[src/hdl/i2cbe_pkg.sv]
// Package with the shared types, codes and constants of the I2C master bit engine.
package i2cbe_pkg;

	localparam int unsigned DataW = 8;
	localparam int unsigned BitCntW = 4;
	localparam logic [BitCntW-1:0] BitsPerByte = 4'd8;

	localparam logic [DataW-1:0] ShortDelayRst = 8'd2;
	localparam logic [DataW-1:0] LongDelayRst = 8'd4;
	localparam logic [DataW-1:0] SampleHoldRst = 8'd1;
	localparam logic [DataW-1:0] AckTimeoutRst = 8'd250;

	localparam logic [2:0] OpReserved = 3'd7;

	typedef enum logic [1:0] {
		REG_SHORT_DELAY = 2'd0,
		REG_LONG_DELAY = 2'd1,
		REG_SAMPLE_HOLD = 2'd2,
		REG_ACK_TIMEOUT = 2'd3
	} reg_idx_t;

	typedef enum logic [2:0] {
		OP_START = 3'd0,
		OP_STOP = 3'd1,
		OP_WRITE = 3'd2,
		OP_READ = 3'd3,
		OP_ACK = 3'd4,
		OP_NACK = 3'd5,
		OP_WAIT_ACK = 3'd6
	} op_t;

	typedef enum logic [3:0] {
		PH_IDLE = 4'd0,
		PH_STA1 = 4'd1,
		PH_STA2 = 4'd2,
		PH_STO1 = 4'd3,
		PH_STO2 = 4'd4,
		PH_STO3 = 4'd5,
		PH_POLL = 4'd6,
		PH_WAEND = 4'd7,
		PH_AK1 = 4'd8,
		PH_AK2 = 4'd9,
		PH_WRHI = 4'd10,
		PH_WRLO = 4'd11,
		PH_WRNEXT = 4'd12,
		PH_RDHI = 4'd13,
		PH_RDNEXT = 4'd14
	} phase_t;

	typedef struct packed {
		logic [DataW-1:0] short_delay;
		logic [DataW-1:0] long_delay;
		logic [DataW-1:0] sample_hold;
		logic [DataW-1:0] ack_timeout;
	} cfg_t;

	typedef struct packed {
		logic cmd_ok;
		logic [2:0] opcode;
		logic [DataW-1:0] tx_byte;
		logic sda_in;
	} item_t;

	typedef struct packed {
		logic scl_level;
		logic sda_level;
		logic sda_drive;
		logic busy_res;
		logic done_res;
		logic [DataW-1:0] rx_byte;
		logic ack_missing;
	} res_t;

	function automatic logic [DataW-1:0] delay_min1(input logic [DataW-1:0] d);
		delay_min1 = (d == '0) ? {{(DataW-1){1'b0}}, 1'b1} : d;
	endfunction

endpackage

[src/hdl/i2cbe_if.sv]
// Interfaces of the command channel and the result channel.
interface i2cbe_cmd_if import i2cbe_pkg::*; ();
	logic valid;
	logic ready;
	logic cmd_valid;
	logic [2:0] opcode;
	logic [DataW-1:0] tx_byte;
	logic sda_in;

	modport source (output valid, cmd_valid, opcode, tx_byte, sda_in, input ready);
	modport sink (input valid, cmd_valid, opcode, tx_byte, sda_in, output ready);
endinterface

interface i2cbe_res_if import i2cbe_pkg::*; ();
	logic valid;
	logic ready;
	logic scl_level;
	logic sda_level;
	logic sda_drive;
	logic busy_res;
	logic done_res;
	logic [DataW-1:0] rx_byte;
	logic ack_missing;

	modport source (output valid, scl_level, sda_level, sda_drive, busy_res, done_res,
		rx_byte, ack_missing, input ready);
	modport sink (input valid, scl_level, sda_level, sda_drive, busy_res, done_res,
		rx_byte, ack_missing, output ready);
endinterface

[src/hdl/i2cbe_front.sv]
// Front end: accepts ticks, classifies the command and queues them for the engine.
module i2cbe_front import i2cbe_pkg::*; (
	input logic clk,
	input logic arst_n,
	i2cbe_cmd_if.sink cmd,
	output item_t item,
	output logic item_avail,
	input logic item_take
);

	item_t entry_q [2];
	logic wr_ptr_q;
	logic rd_ptr_q;
	logic [1:0] count_q;
	logic push;
	item_t classified;

	always_comb begin
		classified.cmd_ok = cmd.cmd_valid && (cmd.opcode != OpReserved);
		classified.opcode = cmd.opcode;
		classified.tx_byte = cmd.tx_byte;
		classified.sda_in = cmd.sda_in;
	end

	assign cmd.ready = (count_q != 2'd2);
	assign push = cmd.valid && cmd.ready;
	assign item_avail = (count_q != 2'd0);
	assign item = entry_q[rd_ptr_q];

	always_ff @(posedge clk) begin
		if (push) begin
			entry_q[wr_ptr_q] <= classified;
		end
	end

	always_ff @(posedge clk or negedge arst_n) begin
		if (!arst_n) begin
			wr_ptr_q <= 1'b0;
			rd_ptr_q <= 1'b0;
			count_q <= 2'd0;
		end else begin
			if (push) begin
				wr_ptr_q <= ~wr_ptr_q;
			end
			if (item_take) begin
				rd_ptr_q <= ~rd_ptr_q;
			end
			count_q <= count_q + {1'b0, push} - {1'b0, item_take};
		end
	end

endmodule

[src/hdl/i2cbe_engine.sv]
// Back end: the bus sequencer that runs one tick per item and buffers the results.
module i2cbe_engine import i2cbe_pkg::*; (
	input logic clk,
	input logic arst_n,
	input cfg_t cfg,
	input item_t item,
	input logic item_avail,
	output logic item_take,
	i2cbe_res_if.source res
);

	phase_t phase_q, phase_nxt;
	logic [DataW-1:0] delay_q, delay_nxt;
	logic [BitCntW-1:0] bit_q, bit_nxt;
	logic [DataW-1:0] shift_q, shift_nxt;
	logic [DataW-1:0] timeout_q, timeout_nxt;
	logic scl_q, scl_nxt;
	logic sda_q, sda_nxt;
	logic dir_q, dir_nxt;
	logic [DataW-1:0] rx_q, rx_nxt;
	logic err_q, err_nxt;
	logic done;
	logic run_act;

	res_t res_q [2];
	logic res_wr_q;
	logic res_rd_q;
	logic [1:0] res_cnt_q;
	logic res_pop;
	res_t res_new;

	assign item_take = item_avail && (res_cnt_q != 2'd2);

	always_ff @(posedge clk or negedge arst_n) begin
		if (!arst_n) begin
			phase_q <= PH_IDLE;
			delay_q <= '0;
			bit_q <= '0;
			shift_q <= '0;
			timeout_q <= '0;
			scl_q <= 1'b1;
			sda_q <= 1'b1;
			dir_q <= 1'b1;
			rx_q <= '0;
			err_q <= 1'b0;
		end else if (item_take) begin
			phase_q <= phase_nxt;
			delay_q <= delay_nxt;
			bit_q <= bit_nxt;
			shift_q <= shift_nxt;
			timeout_q <= timeout_nxt;
			scl_q <= scl_nxt;
			sda_q <= sda_nxt;
			dir_q <= dir_nxt;
			rx_q <= rx_nxt;
			err_q <= err_nxt;
		end
	end

	always_comb begin
		phase_nxt = phase_q;
		delay_nxt = delay_q;
		bit_nxt = bit_q;
		shift_nxt = shift_q;
		timeout_nxt = timeout_q;
		scl_nxt = scl_q;
		sda_nxt = sda_q;
		dir_nxt = dir_q;
		rx_nxt = rx_q;
		err_nxt = err_q;
		done = 1'b0;
		run_act = 1'b0;

		if (phase_q == PH_IDLE) begin
			if (item.cmd_ok) begin
				bit_nxt = '0;
				case (op_t'(item.opcode))
					OP_START: begin
						dir_nxt = 1'b1;
						scl_nxt = 1'b1;
						sda_nxt = 1'b1;
						delay_nxt = delay_min1(cfg.long_delay);
						phase_nxt = PH_STA1;
					end
					OP_STOP: begin
						dir_nxt = 1'b1;
						sda_nxt = 1'b0;
						delay_nxt = delay_min1(cfg.long_delay);
						phase_nxt = PH_STO1;
					end
					OP_WRITE: begin
						dir_nxt = 1'b1;
						scl_nxt = 1'b0;
						sda_nxt = item.tx_byte[DataW-1];
						shift_nxt = {item.tx_byte[DataW-2:0], 1'b0};
						bit_nxt = {{(BitCntW-1){1'b0}}, 1'b1};
						delay_nxt = delay_min1(cfg.short_delay);
						phase_nxt = PH_WRHI;
					end
					OP_READ: begin
						dir_nxt = 1'b0;
						shift_nxt = '0;
						scl_nxt = 1'b0;
						delay_nxt = delay_min1(cfg.short_delay);
						phase_nxt = PH_RDHI;
					end
					OP_ACK, OP_NACK: begin
						scl_nxt = 1'b0;
						dir_nxt = 1'b1;
						sda_nxt = (op_t'(item.opcode) == OP_NACK);
						delay_nxt = delay_min1(cfg.short_delay);
						phase_nxt = PH_AK1;
					end
					OP_WAIT_ACK: begin
						dir_nxt = 1'b0;
						scl_nxt = 1'b1;
						timeout_nxt = '0;
						err_nxt = 1'b0;
						delay_nxt = delay_min1(cfg.short_delay);
						phase_nxt = PH_POLL;
					end
					default: begin
						phase_nxt = PH_IDLE;
					end
				endcase
			end
		end else if (phase_q == PH_POLL) begin
			run_act = 1'b1;
		end else if (delay_q > 8'd1) begin
			delay_nxt = delay_q - 8'd1;
		end else begin
			delay_nxt = '0;
			run_act = 1'b1;
		end

		if (run_act) begin
			case (phase_q)
				PH_STA1: begin
					sda_nxt = 1'b0;
					delay_nxt = delay_min1(cfg.long_delay);
					phase_nxt = PH_STA2;
				end
				PH_STA2: begin
					scl_nxt = 1'b0;
					done = 1'b1;
				end
				PH_STO1: begin
					scl_nxt = 1'b1;
					delay_nxt = delay_min1(cfg.long_delay);
					phase_nxt = PH_STO2;
				end
				PH_STO2: begin
					sda_nxt = 1'b1;
					delay_nxt = delay_min1(cfg.long_delay);
					phase_nxt = PH_STO3;
				end
				PH_POLL: begin
					if (!item.sda_in) begin
						scl_nxt = 1'b0;
						delay_nxt = delay_min1(cfg.short_delay);
						phase_nxt = PH_WAEND;
					end else if (timeout_q >= cfg.ack_timeout) begin
						err_nxt = 1'b1;
						dir_nxt = 1'b1;
						sda_nxt = 1'b0;
						delay_nxt = delay_min1(cfg.long_delay);
						phase_nxt = PH_STO1;
					end else begin
						timeout_nxt = timeout_q + 8'd1;
					end
				end
				PH_AK1: begin
					scl_nxt = 1'b1;
					delay_nxt = delay_min1(cfg.short_delay);
					phase_nxt = PH_AK2;
				end
				PH_AK2: begin
					scl_nxt = 1'b0;
					done = 1'b1;
				end
				PH_WRHI: begin
					scl_nxt = 1'b1;
					delay_nxt = delay_min1(cfg.short_delay);
					phase_nxt = PH_WRLO;
				end
				PH_WRLO: begin
					scl_nxt = 1'b0;
					delay_nxt = delay_min1(cfg.short_delay);
					phase_nxt = PH_WRNEXT;
				end
				PH_WRNEXT: begin
					if (bit_q >= BitsPerByte) begin
						done = 1'b1;
					end else begin
						sda_nxt = shift_q[DataW-1];
						shift_nxt = {shift_q[DataW-2:0], 1'b0};
						bit_nxt = bit_q + 4'd1;
						delay_nxt = delay_min1(cfg.short_delay);
						phase_nxt = PH_WRHI;
					end
				end
				PH_RDHI: begin
					scl_nxt = 1'b1;
					shift_nxt = {shift_q[DataW-2:0], item.sda_in};
					bit_nxt = bit_q + 4'd1;
					delay_nxt = delay_min1(cfg.sample_hold);
					phase_nxt = PH_RDNEXT;
				end
				PH_RDNEXT: begin
					if (bit_q >= BitsPerByte) begin
						rx_nxt = shift_q;
						done = 1'b1;
					end else begin
						scl_nxt = 1'b0;
						delay_nxt = delay_min1(cfg.short_delay);
						phase_nxt = PH_RDHI;
					end
				end
				default: begin
					done = 1'b1;
				end
			endcase
		end

		if (done) begin
			phase_nxt = PH_IDLE;
		end

		res_new.scl_level = scl_nxt;
		res_new.sda_level = sda_nxt;
		res_new.sda_drive = dir_nxt;
		res_new.busy_res = (phase_nxt != PH_IDLE);
		res_new.done_res = done;
		res_new.rx_byte = rx_nxt;
		res_new.ack_missing = err_nxt;
	end

	assign res.valid = (res_cnt_q != 2'd0);
	assign res_pop = res.valid && res.ready;
	assign res.scl_level = res_q[res_rd_q].scl_level;
	assign res.sda_level = res_q[res_rd_q].sda_level;
	assign res.sda_drive = res_q[res_rd_q].sda_drive;
	assign res.busy_res = res_q[res_rd_q].busy_res;
	assign res.done_res = res_q[res_rd_q].done_res;
	assign res.rx_byte = res_q[res_rd_q].rx_byte;
	assign res.ack_missing = res_q[res_rd_q].ack_missing;

	always_ff @(posedge clk) begin
		if (item_take) begin
			res_q[res_wr_q] <= res_new;
		end
	end

	always_ff @(posedge clk or negedge arst_n) begin
		if (!arst_n) begin
			res_wr_q <= 1'b0;
			res_rd_q <= 1'b0;
			res_cnt_q <= 2'd0;
		end else begin
			if (item_take) begin
				res_wr_q <= ~res_wr_q;
			end
			if (res_pop) begin
				res_rd_q <= ~res_rd_q;
			end
			res_cnt_q <= res_cnt_q + {1'b0, item_take} - {1'b0, res_pop};
		end
	end

endmodule

[src/hdl/i2c_master_bit_engine_unit.sv]
// Top level of the I2C master bit engine with its configuration registers.
// Each transfer on the command channel is one bus tick and yields exactly one transfer on
// the result channel with the SCL and SDA levels in force after that tick. The block takes
// one tick per clock cycle while cmd.ready is high; a tick passes a two-entry input queue
// and then the sequencer, whose result is registered in a two-entry output buffer. Either
// queue lets its side stall without stopping the other until it fills. The user must write
// configuration registers only while no tick is in flight; the block does not enforce it.
module i2c_master_bit_engine_unit import i2cbe_pkg::*; (
	input logic clk,
	input logic arst_n,
	i2cbe_cmd_if.sink cmd,
	i2cbe_res_if.source res,
	input logic cfg_wr_en,
	input logic [1:0] cfg_index,
	input logic [DataW-1:0] cfg_data
);

	cfg_t cfg_q;
	item_t item;
	logic item_avail;
	logic item_take;

	always_ff @(posedge clk or negedge arst_n) begin
		if (!arst_n) begin
			cfg_q.short_delay <= ShortDelayRst;
			cfg_q.long_delay <= LongDelayRst;
			cfg_q.sample_hold <= SampleHoldRst;
			cfg_q.ack_timeout <= AckTimeoutRst;
		end else if (cfg_wr_en) begin
			case (reg_idx_t'(cfg_index))
				REG_SHORT_DELAY: cfg_q.short_delay <= cfg_data;
				REG_LONG_DELAY: cfg_q.long_delay <= cfg_data;
				REG_SAMPLE_HOLD: cfg_q.sample_hold <= cfg_data;
				REG_ACK_TIMEOUT: cfg_q.ack_timeout <= cfg_data;
				default: cfg_q <= cfg_q;
			endcase
		end
	end

	i2cbe_front u_front (
		.clk(clk),
		.arst_n(arst_n),
		.cmd(cmd),
		.item(item),
		.item_avail(item_avail),
		.item_take(item_take)
	);

	i2cbe_engine u_engine (
		.clk(clk),
		.arst_n(arst_n),
		.cfg(cfg_q),
		.item(item),
		.item_avail(item_avail),
		.item_take(item_take),
		.res(res)
	);

endmodule

[src/flat_wrapper.sv]
// flat-port wrapper written by rule: the top's interface ports become plain ports
module i2c_master_bit_engine_unit_flat import i2cbe_pkg::*;
  (clk, arst_n, cfg_wr_en, cfg_index, cfg_data, cmd_valid, cmd_cmd_valid, cmd_opcode, cmd_tx_byte, cmd_sda_in, cmd_ready, res_valid, res_scl_level, res_sda_level, res_sda_drive, res_busy_res, res_done_res, res_rx_byte, res_ack_missing, res_ready);
  i2cbe_cmd_if cmd_i ();
  i2cbe_res_if res_i ();
  input logic clk;
  input logic arst_n;
  input logic cfg_wr_en;
  input logic [1:0] cfg_index;
  input logic [DataW-1:0] cfg_data;
  input wire logic [$bits(cmd_i.valid)-1:0] cmd_valid;
  input wire logic [$bits(cmd_i.cmd_valid)-1:0] cmd_cmd_valid;
  input wire logic [$bits(cmd_i.opcode)-1:0] cmd_opcode;
  input wire logic [$bits(cmd_i.tx_byte)-1:0] cmd_tx_byte;
  input wire logic [$bits(cmd_i.sda_in)-1:0] cmd_sda_in;
  output wire logic [$bits(cmd_i.ready)-1:0] cmd_ready;
  output wire logic [$bits(res_i.valid)-1:0] res_valid;
  output wire logic [$bits(res_i.scl_level)-1:0] res_scl_level;
  output wire logic [$bits(res_i.sda_level)-1:0] res_sda_level;
  output wire logic [$bits(res_i.sda_drive)-1:0] res_sda_drive;
  output wire logic [$bits(res_i.busy_res)-1:0] res_busy_res;
  output wire logic [$bits(res_i.done_res)-1:0] res_done_res;
  output wire logic [$bits(res_i.rx_byte)-1:0] res_rx_byte;
  output wire logic [$bits(res_i.ack_missing)-1:0] res_ack_missing;
  input wire logic [$bits(res_i.ready)-1:0] res_ready;
  assign cmd_i.valid = cmd_valid;
  assign cmd_i.cmd_valid = cmd_cmd_valid;
  assign cmd_i.opcode = cmd_opcode;
  assign cmd_i.tx_byte = cmd_tx_byte;
  assign cmd_i.sda_in = cmd_sda_in;
  assign cmd_ready = cmd_i.ready;
  assign res_valid = res_i.valid;
  assign res_scl_level = res_i.scl_level;
  assign res_sda_level = res_i.sda_level;
  assign res_sda_drive = res_i.sda_drive;
  assign res_busy_res = res_i.busy_res;
  assign res_done_res = res_i.done_res;
  assign res_rx_byte = res_i.rx_byte;
  assign res_ack_missing = res_i.ack_missing;
  assign res_i.ready = res_ready;
  i2c_master_bit_engine_unit u_core (.clk(clk), .arst_n(arst_n), .cmd(cmd_i), .res(res_i), .cfg_wr_en(cfg_wr_en), .cfg_index(cfg_index), .cfg_data(cfg_data));
endmodule
[config.mk]
export PLATFORM = sky130hd
export DESIGN_NAME = i2c_master_bit_engine_unit_flat
export DESIGN_NICKNAME = d
export VERILOG_FILES = /design/src/hdl/i2cbe_pkg.sv /design/src/hdl/i2cbe_if.sv /design/src/hdl/i2cbe_front.sv /design/src/hdl/i2cbe_engine.sv /design/src/hdl/i2c_master_bit_engine_unit.sv /design/src/flat_wrapper.sv
export SDC_FILE = /design/constraint.sdc
export NUM_CORES = 1
export LEC_CHECK = 0
export BUFFER_PORTS_ARGS = -buffer_cell sky130_fd_sc_hd__clkbuf_2
export CAP_MARGIN = 25
export CORE_ASPECT_RATIO = 1.75
export CORE_MARGIN = 3
export CORE_UTILIZATION = 60
export DETAILED_ROUTE_END_ITERATION = 16
export PLACE_DENSITY = 0.79
export SLEW_MARGIN = 30
export SYNTH_ARGS = -nofsm -noshare
export SYNTH_HDL_FRONTEND = slang
export SYNTH_SLANG_ARGS = --single-unit
[constraint.sdc]
create_clock -name clk -period 3.45 [get_ports clk]
set_input_delay 0.69 -clock clk [delete_from_list [all_inputs] [get_ports clk]]
set_output_delay 0.69 -clock clk [all_outputs]
set_load 0.05 [all_outputs]
==> flow_summary.ini <==
[final_layout]
syn2layout_area_growth_pct = 13.1
multi_input_comb_area_um2 = 3520
instances_no_fill = 894
nNetsFinal = 761
final_area_um2 = 8480
nFillCells = 916
seq_area_um2 = 3740
num_antenna_cells = 0
utilization_pct = 69.9
drive_gt1_share_pct = 27.6

[power]
irDropWorstVdd_v = 0.000480
power.total_mw = 8.13
p_leak_nw = 3.38
power_density_nw_per_um2 = 959

[global_route]
overflow = 0
gr-usage-all-layers_pct = 29.2
grt_max_degree = 38
grt_first_pass_wirelength_um = 31400
grt_pass1_vias = 6081
antenna_found_initial = 0

[drt]
ant_nets = 0
first_pass_iters = 5
drc = 0
drt-initial-drc-count = 424
via_count = 5826
viasPerCell = 6.52
routed_wirelength_um = 19700
drt-wirelength-per-cell_um = 22.0

[clocking]
post_cts_buffers = 0
ctsHoldBuffers = 0
cts_buffers = 17
cts_resized = 0
cts_sinks = 138
cts_tree = yes
root_buffer = clkbuf_16
clk_pin_slew_worst_paths_ns = 0.07
clk_latency_ns = 0.42
htree_levels = 4
clockBufferDepth = 2

[synthesis]
postSynthCellCount = 671
synth_area_leaders = dfrtp_1, edfxtp_1, mux2_2
ys_seq_elements = 138
yosysTopAreaCell = dfrtp_1
synth_flop_cell = dfrtp_1
synth.distinct_cells = 78
synth_edf_count = 54
async_reset_ff_share_pct = 60.9
synth_common_cells = mux2_2, dfrtp_1, edfxtp_1, nand2_1, o21ai_0
yosysWarnings = 0
synth.net_count = 716
yosysTopAreaCellShare_pct = 24.0
yosysMostFrequentCell = mux2_2
synth-seq-area-share_pct = 49.8
synth_area_um2 = 7500
syn_area_per_cell_um2 = 11.2

[critical_path]
crit_family = compound AO/OA/AOI/OAI gates
rr_worst_depth = 6
required_ns = 3.73
rrSetupSlack_ns = 0.67
slowest_stage = dfrtp_1
crit_path_end = u_core.u_engine.res_q[0][10]$_DFFE_PP_
worstPathMaxFanout = 20
r2r_end = u_core.u_engine.res_q[0][10]$_DFFE_PP_
cp-startpoint = u_core.u_engine.phase_q[1]$_DFFE_PN0P_
startpoint_type = flip-flop
crit_buf_inv = 0
cp.depth = 6
cp_cell_sequence = nor4bb_2 -> a31oi_2 -> a211oi_4 -> o41ai_1 -> a211o_1 -> nand3_1
crit_path_max_incr_delay_ns = 0.74
endpoint_kind = flip-flop
arrival_ns = 3.05
reg2reg_from = u_core.u_engine.phase_q[1]$_DFFE_PN0P_
critical_path_class = reg2reg

[floorplanning]
num_rows = 53
dieHeight_um = 154
die_width_um = 90.5
coreArea_um2 = 12100
initial_utilization_pct = 61.8
design.die.area_um2 = 13900
io_pins = 44

[sta]
fin_crit_sh_pct = 80.5
maxSlewHeadroom_pct = 45.3
rsz0062_at_grt = no
fin_worst_skew_ns = 0.00972
holdWs_ns = 0.234
hold_viol = 0
finalWorstSetupSlack_ns = 0.674
min_period_ns = 2.78
finalMaxSlewViolations = 0
final.setup.tns_ns = 0
fmax_ghz = 0.360
setup_viol = 0
worst-slew-pin-transition_ns = 0.819

[worst_hold_path]
hold_path.class = in2async

[status]
status = finished clean

[placement]
routabilityCongestion = 1.00
dp_hpwl_um = 14500
io_buffer_count = 43
placed_area_um2 = 7920
dp_slack_ns = 0.761
dp.cells = 862

[job]
cap_viol_max_count = 0
## registers in the layout (all words and copies together) (netlist names)
register	cells
u_core.cfg_q	32
u_core.u_engine.res_q	28
u_core.u_front.entry_q	26
u_core.u_engine.delay_q	8
u_core.u_engine.rx_q	8
u_core.u_engine.shift_q	8
u_core.u_engine.timeout_q	8
u_core.u_engine.bit_q	4
u_core.u_engine.phase_q	4
u_core.u_engine.res_cnt_q	2
u_core.u_front.count_q	2
u_core.u_engine.dir_q	1
u_core.u_engine.err_q	1
u_core.u_engine.res_rd_q	1
u_core.u_engine.res_wr_q	1
u_core.u_engine.scl_q	1
u_core.u_engine.sda_q	1
u_core.u_front.rd_ptr_q	1
u_core.u_front.wr_ptr_q	1
## final cells by class
class                           count  area share, %
Tap cell                          165           2.43
Inverter                           28           1.24
Multi-Input combinational cell    471           41.5
Clock buffer                       18           5.06
Sequential cell                   138           44.1
Clock inverter                     14           1.59
Timing Repair Buffer               60           4.07
## worst min path at each step
stage,startpoint,endpoint,slack (ns),cells after the start
floorplan,arst_n,u_core.cfg_q[0]$_DFFE_PN0P_,0.39,0
global placement,u_core.u_front.wr_ptr_q$_DFFE_PN0P_,u_core.u_front.wr_ptr_q$_DFFE_PN0P_,0.47,1
detailed placement,u_core.u_engine.res_wr_q$_DFFE_PN0P_,u_core.u_engine.res_wr_q$_DFFE_PN0P_,0.49,1
CTS,arst_n,u_core.cfg_q[26]$_DFFE_PN0P_,0.24,1
global route,arst_n,u_core.cfg_q[26]$_DFFE_PN0P_,0.26,1
finish,arst_n,u_core.cfg_q[9]$_DFFE_PN0P_,0.23,1
## cells in the final DEF (no fill, tap or decap), drive strengths merged, types with 17 or more instances in the layout
| cell | n |
|---|---|
| edfxtp | 54 |
| buf | 18 |
| ha | 17 |
| clkbuf | 60 |
| nand3 | 22 |
| mux2 | 75 |
| dfrtp | 72 |
| nand2 | 47 |
| inv | 35 |
| a21oi | 28 |
| o21ai | 44 |
| nor2 | 29 |
## power by group
group | switching [mW] | total, mW | leakage, nW | internal (mW)
combinational | 2.28 | 3.57 | 1.56 | 1.29
clock | 0.747 | 1.75 | 0.267 | 1.01
sequential | 0.497 | 2.81 | 1.55 | 2.31
total | 3.52 | 8.13 | 3.38 | 4.61
## per-layer routing
metal	up-vias	routed length, um	GRT usage (%)
li1	2642	-	-
met1	2873	6750	30.2
met2	233	11000	54.1
met3	78	879	4.85
met4	0	1070	18.0
met5	-	0	0
## worst register-to-register path, delay by kind of cell, from the launching register on
family          cells  cell delay [ns]
flops               1             0.74
simple gates        2             0.70
compound gates      4             1.18
## kinds of logic after synthesis
group	count (synthesis)	share of synthesized area [%]
adder cells (fa/ha/maj)	17	2.84
flip-flops	138	49.8
multiplexers	88	13.2
AND/OR/NAND/NOR	179	12.6
XOR/XNOR	13	1.52
AO/OA/AOI/OAI	174	16.6
buffers and inverters	62	3.42
Note: power is estimated with default switching activity, not from simulation.
